--- config.mk ---
export PLATFORM = sky130hd
export DESIGN_NAME = dual_wheel_speed_regulator_flat
export DESIGN_NICKNAME = d
export VERILOG_FILES = /design/src/rtl/core/dwsr_pkg.sv /design/src/rtl/core/dwsr_if.sv /design/src/rtl/core/dual_wheel_speed_regulator.sv /design/src/rtl/core/dwsr_cfg.sv /design/src/rtl/core/dwsr_wheel.sv /design/src/flat_wrapper.sv
export VERILOG_INCLUDE_DIRS = /design/src /design/src/rtl/core
export SDC_FILE = /design/constraint.sdc
export NUM_CORES = 1
export LEC_CHECK = 0
export ABC_AREA = 1
export BUFFER_PORTS_ARGS = -buffer_cell sky130_fd_sc_hd__buf_4
export CAP_MARGIN = 5
export CELL_PAD_IN_SITES_DETAIL_PLACEMENT = 1
export CELL_PAD_IN_SITES_GLOBAL_PLACEMENT = 1
export CORE_UTILIZATION = 40
export CTS_CLUSTER_SIZE = 14
export DETAILED_ROUTE_END_ITERATION = 12
export PLACE_DENSITY_LB_ADDON = 0.1
export SETUP_SLACK_MARGIN = 0.1
export SYNTH_ARGS = -nofsm -noshare
export SYNTH_HDL_FRONTEND = slang
export SYNTH_SLANG_ARGS = --single-unit
--- constraint.sdc ---
create_clock -name clk_i -period 10.4 [get_ports clk_i]
set_input_delay 2.08 -clock clk_i [delete_from_list [all_inputs] [get_ports clk_i]]
set_output_delay 2.08 -clock clk_i [all_outputs]
set_load 0.02 [all_outputs]
--- src/rtl/core/dual_wheel_speed_regulator_defines.svh ---
// ----------------------------------------------------------------------------
// dual wheel speed regulator assertion macros
// shared concurrent assertion forms for the regulator rtl
// ----------------------------------------------------------------------------
`ifndef DUAL_WHEEL_SPEED_REGULATOR_DEFINES_SVH
`define DUAL_WHEEL_SPEED_REGULATOR_DEFINES_SVH

// assertion on an explicit clock and active-low reset
`define DWSR_ASSERT_CLK(label, clk, rstn, prop, msg) \
  label: assert property (@(posedge clk) disable iff (!rstn) prop) \
    else $error(msg);

// assertion on the block clock and reset
`define DWSR_ASSERT(label, prop, msg) `DWSR_ASSERT_CLK(label, clk_i, rst_ni, prop, msg)

`endif

--- src/rtl/core/dwsr_pkg.sv ---
// ----------------------------------------------------------------------------
// dwsr_pkg
// widths, reset values and types shared by the speed regulator
// ----------------------------------------------------------------------------
package dwsr_pkg;

  localparam int SAMPLES_PER_AVERAGE = 6;

  localparam int CAPTURE_W  = 16;
  localparam int ELAPSED_W  = 34;
  localparam int SUM_W      = 35;
  localparam int COUNT_W    = 3;
  localparam int PWM_W      = 10;
  localparam int SETPOINT_W = 32;
  localparam int EDGE_W     = 32;
  localparam int CFG_IDX_W  = 2;
  localparam int CFG_DATA_W = 32;

  localparam logic signed [ELAPSED_W-1:0] ELAPSED_MAX = 34'sh1_FFFF_FFFF;
  localparam logic signed [ELAPSED_W-1:0] WRAP_COUNTS = 34'sd65536;
  localparam logic signed [ELAPSED_W-1:0] ELAPSED_WRAP_LIMIT = ELAPSED_MAX - WRAP_COUNTS;
  localparam logic [SUM_W-1:0] SUM_MAX = '1;

  localparam logic [PWM_W-1:0]      PWM_RESET      = 10'd800;
  localparam logic [PWM_W-1:0]      FLOOR_RESET    = 10'd100;
  localparam logic [PWM_W-1:0]      CEILING_RESET  = 10'd900;
  localparam logic [SETPOINT_W-1:0] SETPOINT_RESET = 32'd80000;

  typedef enum logic [CFG_IDX_W-1:0] {
    CFG_SETPOINT = 2'd0,
    CFG_FLOOR    = 2'd1,
    CFG_CEILING  = 2'd2
  } cfg_reg_e;

  // setpoint kept as sum thresholds, so no divide is needed on the average
  typedef struct packed {
    logic [SUM_W-1:0] lo_thr;   // samples * setpoint
    logic [SUM_W-1:0] hi_thr;   // samples * (setpoint + 1)
    logic [PWM_W-1:0] pwm_floor;
    logic [PWM_W-1:0] pwm_ceiling;
  } cfg_t;

  typedef struct packed {
    logic                 timer_wrapped;
    logic                 left_edge;
    logic [CAPTURE_W-1:0] left_capture;
    logic                 right_edge;
    logic [CAPTURE_W-1:0] right_capture;
  } item_t;

  typedef struct packed {
    logic [PWM_W-1:0] pwm;
    logic             adjusted;
  } wheel_res_t;

endpackage

--- src/rtl/core/dwsr_if.sv ---
// ----------------------------------------------------------------------------
// dwsr_if
// valid/ready channels of the speed regulator: events, results, config
// ----------------------------------------------------------------------------
interface dwsr_in_if import dwsr_pkg::*; ();
  logic                 valid;
  logic                 ready;
  logic                 timer_wrapped;
  logic                 left_edge;
  logic [CAPTURE_W-1:0] left_capture;
  logic                 right_edge;
  logic [CAPTURE_W-1:0] right_capture;

  modport source (
    output valid, timer_wrapped, left_edge, left_capture, right_edge, right_capture,
    input  ready
  );
  modport sink (
    input  valid, timer_wrapped, left_edge, left_capture, right_edge, right_capture,
    output ready
  );
endinterface

interface dwsr_out_if import dwsr_pkg::*; ();
  logic              valid;
  logic              ready;
  logic [PWM_W-1:0]  pwm_left;
  logic [PWM_W-1:0]  pwm_right;
  logic              left_adjusted;
  logic              right_adjusted;
  logic [EDGE_W-1:0] edge_count;

  modport source (
    output valid, pwm_left, pwm_right, left_adjusted, right_adjusted, edge_count,
    input  ready
  );
  modport sink (
    input  valid, pwm_left, pwm_right, left_adjusted, right_adjusted, edge_count,
    output ready
  );
endinterface

interface dwsr_cfg_if import dwsr_pkg::*; ();
  logic                  valid;
  logic                  ready;
  logic [CFG_IDX_W-1:0]  index;
  logic [CFG_DATA_W-1:0] data;

  modport source (output valid, index, data, input ready);
  modport sink (input valid, index, data, output ready);
endinterface

--- src/rtl/core/dual_wheel_speed_regulator.sv ---
// ----------------------------------------------------------------------------
// dual_wheel_speed_regulator
// events pass the input reg, then the result reg; a stalled result holds one more event
// in the input reg. throughput: one event per cycle while the result is not stalled
// reset: asynchronous active low; pwm 800, sums, counts and edge total zero
// ----------------------------------------------------------------------------
`include "dual_wheel_speed_regulator_defines.svh"

module dual_wheel_speed_regulator import dwsr_pkg::*; (
  input  logic       clk_i,
  input  logic       rst_ni,
  dwsr_in_if.sink    in_i,
  dwsr_cfg_if.sink   cfg_i,
  dwsr_out_if.source out_o
);

  cfg_t              cfg;
  item_t             in_q;
  logic              in_valid_q, in_valid_d;
  logic              out_valid_q, out_valid_d;
  logic              advance;
  logic              in_xfer;
  logic              left_adj_q, right_adj_q;
  logic [EDGE_W-1:0] edge_cnt_q, edge_cnt_d;
  wheel_res_t        left_res, right_res;

  assign advance     = in_valid_q && (!out_valid_q || out_o.ready);
  assign in_i.ready  = !in_valid_q || advance;
  assign in_xfer     = in_i.valid && in_i.ready;
  assign in_valid_d  = in_xfer || (in_valid_q && !advance);
  assign out_valid_d = advance || (out_valid_q && !out_o.ready);
  assign edge_cnt_d  = edge_cnt_q + EDGE_W'(in_q.left_edge) + EDGE_W'(in_q.right_edge);

  always_ff @(posedge clk_i or negedge rst_ni) begin
    if (!rst_ni) begin
      in_valid_q  <= 1'b0;
      out_valid_q <= 1'b0;
      edge_cnt_q  <= '0;
    end else begin
      in_valid_q  <= in_valid_d;
      out_valid_q <= out_valid_d;
      if (advance) edge_cnt_q <= edge_cnt_d;
    end
  end

  always_ff @(posedge clk_i) begin
    if (in_xfer) begin
      in_q.timer_wrapped <= in_i.timer_wrapped;
      in_q.left_edge     <= in_i.left_edge;
      in_q.left_capture  <= in_i.left_capture;
      in_q.right_edge    <= in_i.right_edge;
      in_q.right_capture <= in_i.right_capture;
    end
    if (advance) begin
      left_adj_q  <= left_res.adjusted;
      right_adj_q <= right_res.adjusted;
    end
  end

  dwsr_cfg u_cfg (
    .clk_i  (clk_i),
    .rst_ni (rst_ni),
    .cfg_i  (cfg_i),
    .cfg_o  (cfg)
  );

  dwsr_wheel u_left (
    .clk_i  (clk_i),
    .rst_ni (rst_ni),
    .step_i (advance),
    .wrap_i (in_q.timer_wrapped),
    .edge_i (in_q.left_edge),
    .cap_i  (in_q.left_capture),
    .cfg_i  (cfg),
    .res_o  (left_res)
  );

  dwsr_wheel u_right (
    .clk_i  (clk_i),
    .rst_ni (rst_ni),
    .step_i (advance),
    .wrap_i (in_q.timer_wrapped),
    .edge_i (in_q.right_edge),
    .cap_i  (in_q.right_capture),
    .cfg_i  (cfg),
    .res_o  (right_res)
  );

  // pwm and edge state only move on a transfer into the result reg
  assign out_o.valid          = out_valid_q;
  assign out_o.pwm_left       = left_res.pwm;
  assign out_o.pwm_right      = right_res.pwm;
  assign out_o.left_adjusted  = left_adj_q;
  assign out_o.right_adjusted = right_adj_q;
  assign out_o.edge_count     = edge_cnt_q;

  `DWSR_ASSERT(a_top_stall_keep, in_valid_q && out_valid_q && !out_o.ready |=> in_valid_q && $stable(in_q), "held event lost during result stall")
  `DWSR_ASSERT(a_top_adv_result, advance |=> out_valid_q, "processed event produced no result")
  `DWSR_ASSERT(a_top_edge_count, advance |=> edge_cnt_q == $past(edge_cnt_q) + EDGE_W'($past(in_q.left_edge)) + EDGE_W'($past(in_q.right_edge)), "edge total off")

endmodule

--- src/rtl/core/dwsr_cfg.sv ---
// ----------------------------------------------------------------------------
// dwsr_cfg
// configuration registers; setpoint is stored as scaled sum thresholds
// ----------------------------------------------------------------------------
module dwsr_cfg import dwsr_pkg::*; (
  input  logic       clk_i,
  input  logic       rst_ni,
  dwsr_cfg_if.sink   cfg_i,
  output cfg_t       cfg_o
);

  function automatic logic [SUM_W-1:0] scale_setpoint(logic [SETPOINT_W:0] v);
    return SUM_W'(SUM_W'(v) * SUM_W'(SAMPLES_PER_AVERAGE));
  endfunction

  cfg_t                  cfg_q, cfg_d;
  logic [SETPOINT_W-1:0] wr_setpoint;

  assign cfg_i.ready = 1'b1;
  assign wr_setpoint = cfg_i.data[SETPOINT_W-1:0];

  always_comb begin
    cfg_d = cfg_q;
    if (cfg_i.valid) begin
      unique case (cfg_i.index)
        CFG_SETPOINT: begin
          cfg_d.lo_thr = scale_setpoint({1'b0, wr_setpoint});
          cfg_d.hi_thr = scale_setpoint({1'b0, wr_setpoint} + (SETPOINT_W+1)'(1));
        end
        CFG_FLOOR:   cfg_d.pwm_floor   = cfg_i.data[PWM_W-1:0];
        CFG_CEILING: cfg_d.pwm_ceiling = cfg_i.data[PWM_W-1:0];
        default: ;  // unknown index, write dropped
      endcase
    end
  end

  always_ff @(posedge clk_i or negedge rst_ni) begin
    if (!rst_ni) begin
      cfg_q.lo_thr      <= scale_setpoint({1'b0, SETPOINT_RESET});
      cfg_q.hi_thr      <= scale_setpoint({1'b0, SETPOINT_RESET} + (SETPOINT_W+1)'(1));
      cfg_q.pwm_floor   <= FLOOR_RESET;
      cfg_q.pwm_ceiling <= CEILING_RESET;
    end else begin
      cfg_q <= cfg_d;
    end
  end

  assign cfg_o = cfg_q;

endmodule

--- src/rtl/core/dwsr_wheel.sv ---
// ----------------------------------------------------------------------------
// dwsr_wheel
// per-wheel edge period tracking, period averaging and pwm stepping
// ----------------------------------------------------------------------------
`include "dual_wheel_speed_regulator_defines.svh"

module dwsr_wheel import dwsr_pkg::*; (
  input  logic                 clk_i,
  input  logic                 rst_ni,
  input  logic                 step_i,
  input  logic                 wrap_i,
  input  logic                 edge_i,
  input  logic [CAPTURE_W-1:0] cap_i,
  input  cfg_t                 cfg_i,
  output wheel_res_t           res_o
);

  logic signed [ELAPSED_W-1:0] elapsed_q, elapsed_d, elapsed_w;
  logic [ELAPSED_W:0]          period;
  logic [ELAPSED_W-1:0]        period_clamped;
  logic [SUM_W:0]              sum_ext;
  logic [SUM_W-1:0]            sum_q, sum_d, sum_sat;
  logic [COUNT_W-1:0]          count_q, count_d, count_inc;
  logic [PWM_W-1:0]            pwm_q, pwm_d;
  logic                        hit;

  always_comb begin
    elapsed_w = elapsed_q;
    if (wrap_i) begin
      if (elapsed_q > ELAPSED_WRAP_LIMIT) begin
        elapsed_w = ELAPSED_MAX;
      end else begin
        elapsed_w = elapsed_q + WRAP_COUNTS;
      end
    end

    // sign-extended elapsed plus zero-extended capture
    period         = {elapsed_w[ELAPSED_W-1], elapsed_w} + (ELAPSED_W+1)'(cap_i);
    period_clamped = period[ELAPSED_W] ? '0 : period[ELAPSED_W-1:0];
    sum_ext        = {1'b0, sum_q} + (SUM_W+1)'(period_clamped);
    sum_sat        = sum_ext[SUM_W] ? SUM_MAX : sum_ext[SUM_W-1:0];
    count_inc      = count_q + COUNT_W'(1);
    hit            = edge_i && (count_inc == COUNT_W'(SAMPLES_PER_AVERAGE));

    elapsed_d = elapsed_w;
    sum_d     = sum_q;
    count_d   = count_q;
    pwm_d     = pwm_q;
    if (edge_i) begin
      elapsed_d = -$signed(ELAPSED_W'(cap_i));
      sum_d     = sum_sat;
      count_d   = count_inc;
      if (hit) begin
        // avg > setpoint  <=>  sum >= n * (setpoint + 1)
        priority if (sum_sat >= cfg_i.hi_thr) begin
          if (pwm_q > cfg_i.pwm_floor) pwm_d = pwm_q - PWM_W'(1);
        end else if (sum_sat < cfg_i.lo_thr) begin
          if (pwm_q < cfg_i.pwm_ceiling) pwm_d = pwm_q + PWM_W'(1);
        end
        sum_d   = '0;
        count_d = '0;
      end
    end
  end

  always_ff @(posedge clk_i or negedge rst_ni) begin
    if (!rst_ni) begin
      elapsed_q <= '0;
      sum_q     <= '0;
      count_q   <= '0;
      pwm_q     <= PWM_RESET;
    end else if (step_i) begin
      elapsed_q <= elapsed_d;
      sum_q     <= sum_d;
      count_q   <= count_d;
      pwm_q     <= pwm_d;
    end
  end

  assign res_o.pwm      = pwm_q;
  assign res_o.adjusted = hit;

  `DWSR_ASSERT(a_wheel_hold, !step_i |=> $stable(sum_q) && $stable(count_q) && $stable(pwm_q), "wheel state changed with no transfer")
  `DWSR_ASSERT(a_wheel_pwm_step, step_i |=> (pwm_q == $past(pwm_q)) || (pwm_q == $past(pwm_q) + PWM_W'(1)) || (pwm_q == $past(pwm_q) - PWM_W'(1)), "pwm moved by more than one step")
  `DWSR_ASSERT(a_wheel_avg_clear, step_i && hit |=> (sum_q == '0) && (count_q == '0), "period sum not cleared after average")

endmodule
--- src/flat_wrapper.sv ---
// flat-port wrapper written by rule: the top's interface ports become plain ports
module dual_wheel_speed_regulator_flat import dwsr_pkg::*;
  (clk_i, rst_ni, in_i_valid, in_i_timer_wrapped, in_i_left_edge, in_i_left_capture, in_i_right_edge, in_i_right_capture, in_i_ready, cfg_i_valid, cfg_i_index, cfg_i_data, cfg_i_ready, out_o_valid, out_o_pwm_left, out_o_pwm_right, out_o_left_adjusted, out_o_right_adjusted, out_o_edge_count, out_o_ready);
  dwsr_in_if in_i_i ();
  dwsr_cfg_if cfg_i_i ();
  dwsr_out_if out_o_i ();
  input  logic clk_i;
  input  logic rst_ni;
  input wire logic [$bits(in_i_i.valid)-1:0] in_i_valid;
  input wire logic [$bits(in_i_i.timer_wrapped)-1:0] in_i_timer_wrapped;
  input wire logic [$bits(in_i_i.left_edge)-1:0] in_i_left_edge;
  input wire logic [$bits(in_i_i.left_capture)-1:0] in_i_left_capture;
  input wire logic [$bits(in_i_i.right_edge)-1:0] in_i_right_edge;
  input wire logic [$bits(in_i_i.right_capture)-1:0] in_i_right_capture;
  output wire logic [$bits(in_i_i.ready)-1:0] in_i_ready;
  input wire logic [$bits(cfg_i_i.valid)-1:0] cfg_i_valid;
  input wire logic [$bits(cfg_i_i.index)-1:0] cfg_i_index;
  input wire logic [$bits(cfg_i_i.data)-1:0] cfg_i_data;
  output wire logic [$bits(cfg_i_i.ready)-1:0] cfg_i_ready;
  output wire logic [$bits(out_o_i.valid)-1:0] out_o_valid;
  output wire logic [$bits(out_o_i.pwm_left)-1:0] out_o_pwm_left;
  output wire logic [$bits(out_o_i.pwm_right)-1:0] out_o_pwm_right;
  output wire logic [$bits(out_o_i.left_adjusted)-1:0] out_o_left_adjusted;
  output wire logic [$bits(out_o_i.right_adjusted)-1:0] out_o_right_adjusted;
  output wire logic [$bits(out_o_i.edge_count)-1:0] out_o_edge_count;
  input wire logic [$bits(out_o_i.ready)-1:0] out_o_ready;
  assign in_i_i.valid = in_i_valid;
  assign in_i_i.timer_wrapped = in_i_timer_wrapped;
  assign in_i_i.left_edge = in_i_left_edge;
  assign in_i_i.left_capture = in_i_left_capture;
  assign in_i_i.right_edge = in_i_right_edge;
  assign in_i_i.right_capture = in_i_right_capture;
  assign in_i_ready = in_i_i.ready;
  assign cfg_i_i.valid = cfg_i_valid;
  assign cfg_i_i.index = cfg_i_index;
  assign cfg_i_i.data = cfg_i_data;
  assign cfg_i_ready = cfg_i_i.ready;
  assign out_o_valid = out_o_i.valid;
  assign out_o_pwm_left = out_o_i.pwm_left;
  assign out_o_pwm_right = out_o_i.pwm_right;
  assign out_o_left_adjusted = out_o_i.left_adjusted;
  assign out_o_right_adjusted = out_o_i.right_adjusted;
  assign out_o_edge_count = out_o_i.edge_count;
  assign out_o_i.ready = out_o_ready;
  dual_wheel_speed_regulator u_core (.clk_i(clk_i), .rst_ni(rst_ni), .in_i(in_i_i), .cfg_i(cfg_i_i), .out_o(out_o_i));
endmodule
==> run metrics <==
status=finished clean; Comb power frac=0.610; Final ANT Viol Nets=0; leading area contributor after synthesis=dfrtp_1; placed insts=5273; Hold Crit Start=u_core.out_o.edge_count[31]; nets=4802; Reg area=8304 um2; crit path from=u_core.u_left.elapsed_q[16]; Root Driver=clkbuf_16; register area share after synthesis=0.2738; WL/cell=19.77 um; number of fill cells=9506; Worst Setup Start Kind=flip-flop; Hold Buf Count CTS=0; Post-synth EDFFs=37; Worst Setup Path Type=flip-flop to flip-flop; Worst Path Arrival=10.00 ns; Leakage=17.21 nW; vias in the first global route=29928; Post-synth ARST share=0.8854; switch share=0.4934; Area Growth Syn to Fin=12.79%; DRT Wirelength=105.8 mm; Mapped Cells=4192; minimum clock period=9.482 ns; clock insertion delay at the later pin of the skew report=0.58 ns; total CTS buffers=43; H-Tree Depth=2; Pint=4.566 mW; final hold viol count=0; CTS clk-pin slew, worst paths=0.06 ns; unrepaired setup endpoints after global routing=false; Worst Skew=0.01096 ns; FF-to-FF setup slack=0.92 ns; Max stage delay cell, worst path=fa_1; total core area=74700 um2; Tightest Hold Check Type=flip-flop to flip-flop; Initial Utilization=0.4060; Clk pwr share=0.181; Die Wd=277.3 um; synthesis-stage register bit count=323; CTS Buffer Depth=3; worst reg2reg endpoint=u_core.u_left.pwm_q[8]; pre-CTS WS=0.3914 ns; Port Buf Inserts=129; GPL Wtd Cong=0.9115; Commonest cells post-synth=nand2_1, inv_1, nor2_1, ha_1, a21oi_1; Mapped Area=30330 um2; Die Y=277.3 um; Final WS setup=0.9183 ns; setup TNS=0 ns; Initial DRC Count=1520; drt first pass iters=5; largest net degree at the start of global routing=133; TritonCTS clock tree=built; maximum vdd drop=0.1413 mV; Final period util=0.9117; Vias/cell=5.399; power per cell area=263.5 nW/um2; leading cell types by total area after synthesis=dfrtp_1, ha_1, nand2_1, inv_1, a21oi_1; Worst Path Max Fanout=14; Max-slew headroom=0.3023; DRC viols=0; design area=34200 um2; max-slew violation count=0; die footprint=76920 um2; Flop pwr share=0.210; Synth Warn #=0; Critical Path RT=10.92 ns; # rows=100; max cap viols=0; multi-input logic area=19670 um2; Final Non-Filler Cells=5355; fmax=0.1055 GHz; first-pass GRT wire length=168.3 mm; Worst R2R Path Depth=59; Worst Setup EP=u_core.u_left.pwm_q[8]; Ports=131; via count=28912; Synth Flop Type=dfrtp_1; ratio of cells with drive above 1 in the final layout=0.1028; Syn Nets=4641; syn avg cell area=7.234 um2; CP Capture Type=flip-flop; most used cell along the critical path=nand2_1; reg2reg start=u_core.u_left.elapsed_q[16]; post-synth cell types=72; final setup fails=0; count leader, synth=nand2_1; CTS sink cnt=323; pin slew with the least headroom to its limit=1.039 ns; overall routing resource usage=0.2748; top cell type's share of synthesized area=0.2121; CP max stage delay=0.46 ns; GR Overflow Total=0; initial antenna violation count=0; post-DP HPWL=85.37 mm; Inserted Diodes=0; area of placed instances=32590 um2; net switching power=4.447 mW
-- power by group through the flow --
stage	Combinational, mW	Sequential, mW	Clock [mW]
2_1_floorplan	3.66	1.84	0
3_3_place_gp	5.29	1.89	0
3_5_place_dp	5.40	1.90	0
4_1_cts	5.45	1.89	1.66
5_1_grt	6.17	1.93	1.71
6_report	5.49	1.89	1.63
-- metrics by stage --
step	hold slack (ns)	util	power, mW
5_1_grt	0.5032	0.4579	9.809
3_5_place_dp	0.4620	0.4363	7.300
3_3_place_gp	0.4579	0.4363	7.181
2_1_floorplan	0.4530	-	5.496
6_report	0.4661	0.4579	9.013
4_1_cts	0.4715	0.4565	8.997
-- per-layer routing --
| layer | GRT usage | part of all wire | vias to the layer above |
|---|---|---|---|
| met1 | 0.3713 | 0.48 | 13963 |
| met2 | 0.4646 | 0.46 | 421 |
| li1 | - | - | 14394 |
| met5 | 0 | 0 | - |
| met3 | 0.02586 | 0.028 | 134 |
| met4 | 0.07792 | 0.030 | 0 |
-- layout by cell type, fill, tap and decap left out, drive strengths merged, types with 37 or more instances in the layout --
cell	instances
nor2	440
edfxtp	37
nand2	932
a22o	39
nand3	218
nor3	68
buf	186
or2	49
clkbuf	57
xor2	142
o21ai	273
a21oi	316
dfrtp	257
nand4	61
inv	546
ha	366
xnor2	63
-- timing repair --
action                     CTS  global route
setup endpoints to repair    0            11
setup buffers                0             3
hold endpoints to repair     0             0
gates resized for setup      0            19
-- critical path, delay by kind of cell, from the launching register on --
kind / cells / cell delay [ns]
flops: 1 / 0.41
compound gates: 13 / 1.96
fa+ha+maj: 6 / 1.98
buf+inv: 8 / 1.03
xor+xnor: 1 / 0.18
simple gates: 31 / 3.84
-- area by class of cell --
type,count,area share
clock buffers,57,0.03570
clock inverters,21,0.008487
inverters,551,0.06102
multi-input cells,3247,0.5750
flip-flops and latches,323,0.2428
well taps,969,0.03545
repair buffers,186,0.04141
repair inverters,1,0.0001463
-- logic make-up (layout without fill, tap and decap cells) --
kind of cell | after synthesis | count (layout) | synth area share
AOI/OAI and AO/OA | 851 | 851 | 0.1652
other | 1 | 1 | 0.0001237
buffers and inverters | 622 | 816 | 0.08008
xor gates and xnor gates | 205 | 205 | 0.05921
DFF | 323 | 323 | 0.2738
and+or+nand+nor | 1815 | 1815 | 0.2646
adders and majority gates | 375 | 375 | 0.1569
-- registers in the layout, indices dropped and copies added (netlist names) --
register and count:
u_core.u_cfg.cfg_o 88, u_core.u_left.sum_q 35, u_core.u_right.pwm_q 10, u_core.u_left.elapsed_q 34
u_core.u_right.elapsed_q 34, u_core.in_valid_q 1, u_core.in_q 35, u_core.out_o.right_adjusted 1
u_core.out_o.edge_count 32, u_core.out_o.left_adjusted 1, u_core.u_right.count_q 3, u_core.u_left.count_q 3
u_core.out_o.valid 1, u_core.u_right.sum_q 35, u_core.u_left.pwm_q 10
-- worst min-delay path by stage --
stage	endpoint	slack, ns	depth (start not counted)
2_1_floorplan	u_core.u_cfg.cfg_o[11]	0.45	2
6_report	u_core.out_o.edge_count[31]	0.47	1
3_5_place_dp	u_core.out_o.edge_count[31]	0.46	1
4_1_cts	u_core.out_o.edge_count[31]	0.47	1
3_3_place_gp	u_core.out_o.edge_count[31]	0.46	1
5_1_grt	u_core.u_cfg.cfg_o[2]	0.50	2
Note: power is estimated with default switching activity, not from simulation.
